**src/rtl/psbf_ram.sv**
```systemverilog
// Generic single-port RAM with registered read.
`timescale 1ns / 1ps
module psbf_ram #(
	parameter int WIDTH = 8,
	parameter int DEPTH = 16
) (
	input  logic                     clk,
	input  logic                     we,
	input  logic [$clog2(DEPTH)-1:0] addr,
	input  logic [WIDTH-1:0]         wdata,
	output logic [WIDTH-1:0]         rdata
);
	logic [WIDTH-1:0] mem_q [DEPTH];

	always_ff @(posedge clk) begin
		if (we) begin
			mem_q[addr] <= wdata;
		end
		rdata <= mem_q[addr];
	end
endmodule

```
**config.mk**
```make
export PLATFORM = sky130hd
export DESIGN_NAME = psbf_ram
export DESIGN_NICKNAME = d
export VERILOG_FILES = /design/src/rtl/psbf_ram.sv
export SDC_FILE = /design/constraint.sdc
export NUM_CORES = 1
export LEC_CHECK = 0
export BUFFER_PORTS_ARGS = -buffer_cell sky130_fd_sc_hd__buf_2
export CAP_MARGIN = 10
export CORE_AREA = 10 10 132 134
export CTS_CLUSTER_DIAMETER = 50
export DETAILED_ROUTE_END_ITERATION = 10
export DIE_AREA = 0 0 142 144
export PLACE_DENSITY = 0.55
export SKIP_LAST_GASP = 1
export SLEW_MARGIN = 0
export SYNTH_ARGS = -nofsm -noshare
export SYNTH_HDL_FRONTEND = slang
export SYNTH_SLANG_ARGS = --single-unit
export TNS_END_PERCENT = 1
```
**constraint.sdc**
```tcl
create_clock -name clk -period 1.6 [get_ports clk]
set_input_delay 0.16 -clock clk [delete_from_list [all_inputs] [get_ports clk]]
set_output_delay 0.16 -clock clk [all_outputs]
set_load 0.03 [all_outputs]
```
==> results of run 1 <==
[layout make-up]
cell class,count,area (µm²),share of cell area
sequential,136,4004,0.6389
multi-input combinational,83,1008,0.1609
clock buffer,22,474.2,0.07566
timing repair buffer,57,425.4,0.06788
tap,188,235.2,0.03753
clock inverter,10,120.1,0.01917
[registers in the layout (all words and copies together) (netlist names)]
name,cells
rdata,8
mem_q,128
[worst max-delay path: stages, from the launching register on]
cell,delay [ns]
edfxtp_1,0.35
mux4_2,0.50
a22oi_1,0.28
nand2_1,0.10
[path summary, 6_finish.rpt]
path,from,cells after the start,slack [ns],end
max,mem_q[3][0],3,0.24,rdata[0]
min,wdata[2],1,0.14,mem_q[14][2]
max reg2reg,mem_q[3][0],3,0.24,rdata[0]
min reg2reg,mem_q[15][1],3,0.69,rdata[1]
[cells by family (layout without fill, tap and decap cells)]
| family | after synthesis | in the layout | synth area share |
|---|---|---|---|
| multiplexers | 32 | 32 | 0.1422 |
| AND/OR/NAND/NOR | 35 | 35 | 0.03210 |
| flip-flops | 136 | 136 | 0.7901 |
| AO/OA/AOI/OAI | 16 | 16 | 0.02370 |
| buffers and inverters | 11 | 89 | 0.01185 |
[power groups by stage]
| stage | Combinational, µW | Sequential, µW | Clock [µW] |
|---|---|---|---|
| floorplan | 206 | 4120 | 0 |
| global placement | 454 | 4080 | 0 |
| detailed placement | 462 | 4080 | 0 |
| CTS | 463 | 4010 | 3910 |
| global route | 490 | 4020 | 4050 |
| finish | 450 | 4010 | 3820 |
[stage by stage]
stage	std cells	setup slack, ns
after floorplan	230	0.001895
after global placement	464	-0.05972
after detailed placement	464	-0.05365
after CTS	496	0.2290
after global routing	496	0.1843
final	496	0.2445
[synth_stat cells]
cell type and instances:
mux4_2 32, nor2b_1 2, a22oi_1 16, and2_1 1
nand3_1 1, dfxtp_1 8, clkbuf_1 2, edfxtp_1 128
nand3b_1 2, buf_6 2, clkbuf_2 1, nor2_1 13
nand2_1 9, buf_1 4, buf_2 2, nor3_1 4
or3b_2 1, nand2b_1 2
[metal layers]
layer  global-route usage  up-vias  part of all wire
met5                    0        -                 0
met2               0.1637       75              0.49
met3              0.03805       17             0.059
met1               0.1334     1278              0.43
met4              0.06240        0             0.022
li1                     -     1097                 -
==> flow_summary.ini, run 1 <==
[route]
wirelength_um = 10280
wire_per_inst_um = 20.73
drt-initial-drc-count = 184
viasPerCell = 4.974
firstDrtPassIters = 4
ant_nets = 0
vias = 2467
drc = 0

[pwr]
pwr-share-seq = 0.484
p_sw_uw = 1691
pwr-share-clk = 0.461
combPwrFrac = 0.054
p_int_uw = 6589
p_per_area_nw_per_um2 = 1321
p_leak_uw = 0.002112
peakVddDrop_v = 0.0008250
total_power_uw = 8280
swShare = 0.2042

[timing]
setup_viol_count_final = 0
slew_viol_final = 0
fin_tns_setup_ns = 0
post-route-min-period_ns = 1.355
rsz0062_at_grt = false
hold_violations = 0
holdWs_ns = 0.1420
clock_skew_ns = 0.008670
fin_crit_sh = 0.8472
relSlewSlack = 0.6582
worst_pin_slew_ns = 0.5116
clock.fmax_ghz = 0.7377

[final_layout]
layout-drive-gt1-share = 0.3929
design_area_um2 = 6267
fin_nets = 309
antenna_cells = 0
fin_util = 0.4216
nFillCells = 1310
area_growth_pct = 23.68
layout_commonest_cell = edfxtp_1
layout_common_cells = edfxtp_1 (128), mux4_2 (32), buf_4 (32)

[grt]
grt.overflow.total = 0
grt_usage = 0.1088
grt_pass1_wl_um = 16030
grt_max_degree = 24
antenna_found_initial = 0
grt_pass1_vias = 2705

[placement]
gp_congestion = 0.7726
dp_hpwl_um = 6946
port_buffers = 21
place_area_um2 = 5673

[run_status]
status = complete, no violations

[logic_synthesis]
synth_largest_area_cell = edfxtp_1
netlist_instances = 230
synth_area_um2 = 5067
synth_top_area_frac = 0.7585
yosysSeqAreaShare = 0.7901
yosysUniqueCellTypes = 18
yosys-top-cells-area = edfxtp_1 (76%), mux4_2 (14%), dfxtp_1 (3.2%)
ys_ff_latch = 136
syn-num-nets = 244
synth.avg_cell_area_um2 = 22.03
yosys_warnings = 0

[floorplanning]
core_um2 = 14860
die_x_um = 142
start_util = 0.3409
dieArea_um2 = 20450
fp.dieH_um = 144
num_rows = 45
ios = 22

[clock_network]
cts_tree = built
post_cts_resized = 0
clock_latency_ns = 0.42
htree_levels = 4
cts-root-buf = clkbuf_16
cts_setup_buffers = 0
cts_hold_buf = 0
clock_sinks = 136
numCtsBuffers = 17
cts.path.max_buffers = 2
clk_pin_slew_worst_paths_ns = 0.06

[hold_path]
min_path_type = input pin to flop

[critical_path]
critPathRequiredTime_ns = 1.89
crit_path_max_fanout = 1
start_kind = flop
cp_data_arrival_time_ns = 1.65
crit_path_end_kind = flop
critical_path_class = flop to flop

[job]
max_cap_violations = 0
Note: power is estimated with default switching activity, not from simulation.
==> run 2, diff against run 1 <==
- PLACE_DENSITY: 0.55 -> 0.54
- clock period: 1.6 -> 1.3 ns (I/O delays scaled with it)
==> flow_summary.ini, run 2 (synthesis results as in run 1) <==
[hold_path]
hp-start = wdata[7]
min_path_type = input pin to flop

[placement]
dp_hpwl_um = 7179
dp.cells = 468
gp_congestion = 0.7279
place_area_um2 = 5823
port_buffers = 21

[timing]
clock_skew_ns = 0.005548
worst_slack_ns = -0.02287
hold_violations = 0
slew_viol_final = 0
setup_viol_count_final = 1
clock.fmax_ghz = 0.7559
holdWs_ns = 0.1054
relSlewSlack = 0.5034
fin_crit_sh = 1.018
post-route-min-period_ns = 1.323
rsz0062_at_grt = true
worst_pin_slew_ns = 0.7433

[critical_path]
path_cells = mux4_2 > a22oi_1 > nand2_1
cp_slowest_stage_delay_ns = 0.47
crit_path_max_fanout = 1
cp_data_arrival_time_ns = 1.62
critPathRequiredTime_ns = 1.60
start_kind = flop
worstReg2RegStart = mem_q[2][6]
critical_path_class = flop to flop
cpMaxStageDelayCell = mux4_2
crit_path_end_kind = flop
crit_start = mem_q[2][6]

[grt]
grt_max_degree = 22
grt_pass1_vias = 2649
antenna_found_initial = 0
grt.overflow.total = 0
grt_usage = 0.1080
grt_pass1_wl_um = 16330

[final_layout]
final_cells = 500
layout_common_cells = edfxtp_1 (128), mux4_2 (32), buf_4 (30)
top_register = mem_q
fin_nets = 313
layout-drive-gt1-share = 0.4712
largest_register_ffs = 128
fin_util = 0.4336
antenna_cells = 0
design_area_um2 = 6445
area_growth_pct = 27.19
layout_commonest_cell = edfxtp_1
reg_top3 = mem_q x128, rdata x8

[route]
wire_per_inst_um = 20.56
drc = 0
firstDrtPassIters = 4
drt-initial-drc-count = 220
vias = 2418
viasPerCell = 4.836
wirelength_um = 10280
ant_nets = 0

[run_status]
status = finished with violations
violations = negative setup slack

[job]
max_cap_violations = 0

[pwr]
p_leak_uw = 0.002145
total_power_uw = 10270
p_per_area_nw_per_um2 = 1593
peakVddDrop_v = 0.0008867

[clock_network]
clk_pin_slew_worst_paths_ns = 0.06
numCtsBuffers = 17
clock_latency_ns = 0.42
cts_hold_buf = 0
clock_sinks = 136
cts.path.max_buffers = 2
htree_levels = 4
cts_tree = built
cts-root-buf = clkbuf_16
cts_setup_buffers = 0

[floorplanning]
num_rows = 45
start_util = 0.3409
die_x_um = 142
core_um2 = 14860
fp.dieH_um = 144
ios = 22
dieArea_um2 = 20450
-- run 2: cell types whose count changed in the layout (fill, tap and decap cells not counted), moves of 2 or more --
cell,previous run,this run
nor2_1,13,1
clkinv_4,3,1
a22oi_1,16,10
nor3_2,1,4
clkinvlp_4,2,4
nor3_1,3,0
nor2_2,0,12
inv_6,1,6
a22oi_2,0,6
clkbuf_8,3,0
clkbuf_1,2,0
clkinv_2,2,0
buf_4,32,30
buf_12,4,10
-- run 2: cell type report --
| cell class | count | area (µm²) |
|---|---|---|
| multi-input combinational | 83 | 1084 |
| tap | 188 | 235.2 |
| timing repair buffer | 61 | 530.5 |
| fill | 1309 | 8419 |
| clock buffer | 17 | 425.4 |
| clock inverter | 15 | 166.4 |
| sequential | 136 | 4004 |
-- run 2: worst paths after layout --
path	to	slack (ns)	cells past startpoint
max	rdata[6]	-0.02	3
min	mem_q[7][7]	0.11	1
max reg2reg	rdata[6]	-0.02	3
min reg2reg	rdata[3]	0.68	3
-- run 2: metal layers --
layer  part of all wire  track usage  vias to the layer above
met5                  0            0                        -
met4              0.017      0.04357                        0
met3              0.030      0.03214                       15
met2               0.50       0.1657                       40
met1               0.46       0.1403                     1259
li1                   -            -                     1104
-- run 2: worst max-delay path, delay by kind of cell, from the launching register on --
family / cells / cell delay (ns)
mux: 1 / 0.47
compound gates: 1 / 0.29
flops: 1 / 0.36
simple gates: 1 / 0.08
-- run 2: power by group --
part | total (µW) | switching [µW] | internal, µW
Sequential | 4930 | 28.9 | 4900
Clock | 4750 | 1880 | 2860
Combinational | 591 | 342 | 249
Total | 10300 | 2250 | 8010
-- run 2: what timing repair did --
action	CTS	global route
pin swaps	0	2
gates resized for setup	1	5
hold endpoints to repair	0	0
setup endpoints to repair	6	8
-- run 2: metrics by stage --
step / setup TNS, ns / setup WS [ns]
global route: -0.2475 / -0.05058
floorplan: -7.973 / -0.1082
detailed placement: -17.50 / -0.2936
global placement: -15.32 / -0.2879
finish: -0.02287 / -0.02287
CTS: -0.08823 / -0.02865
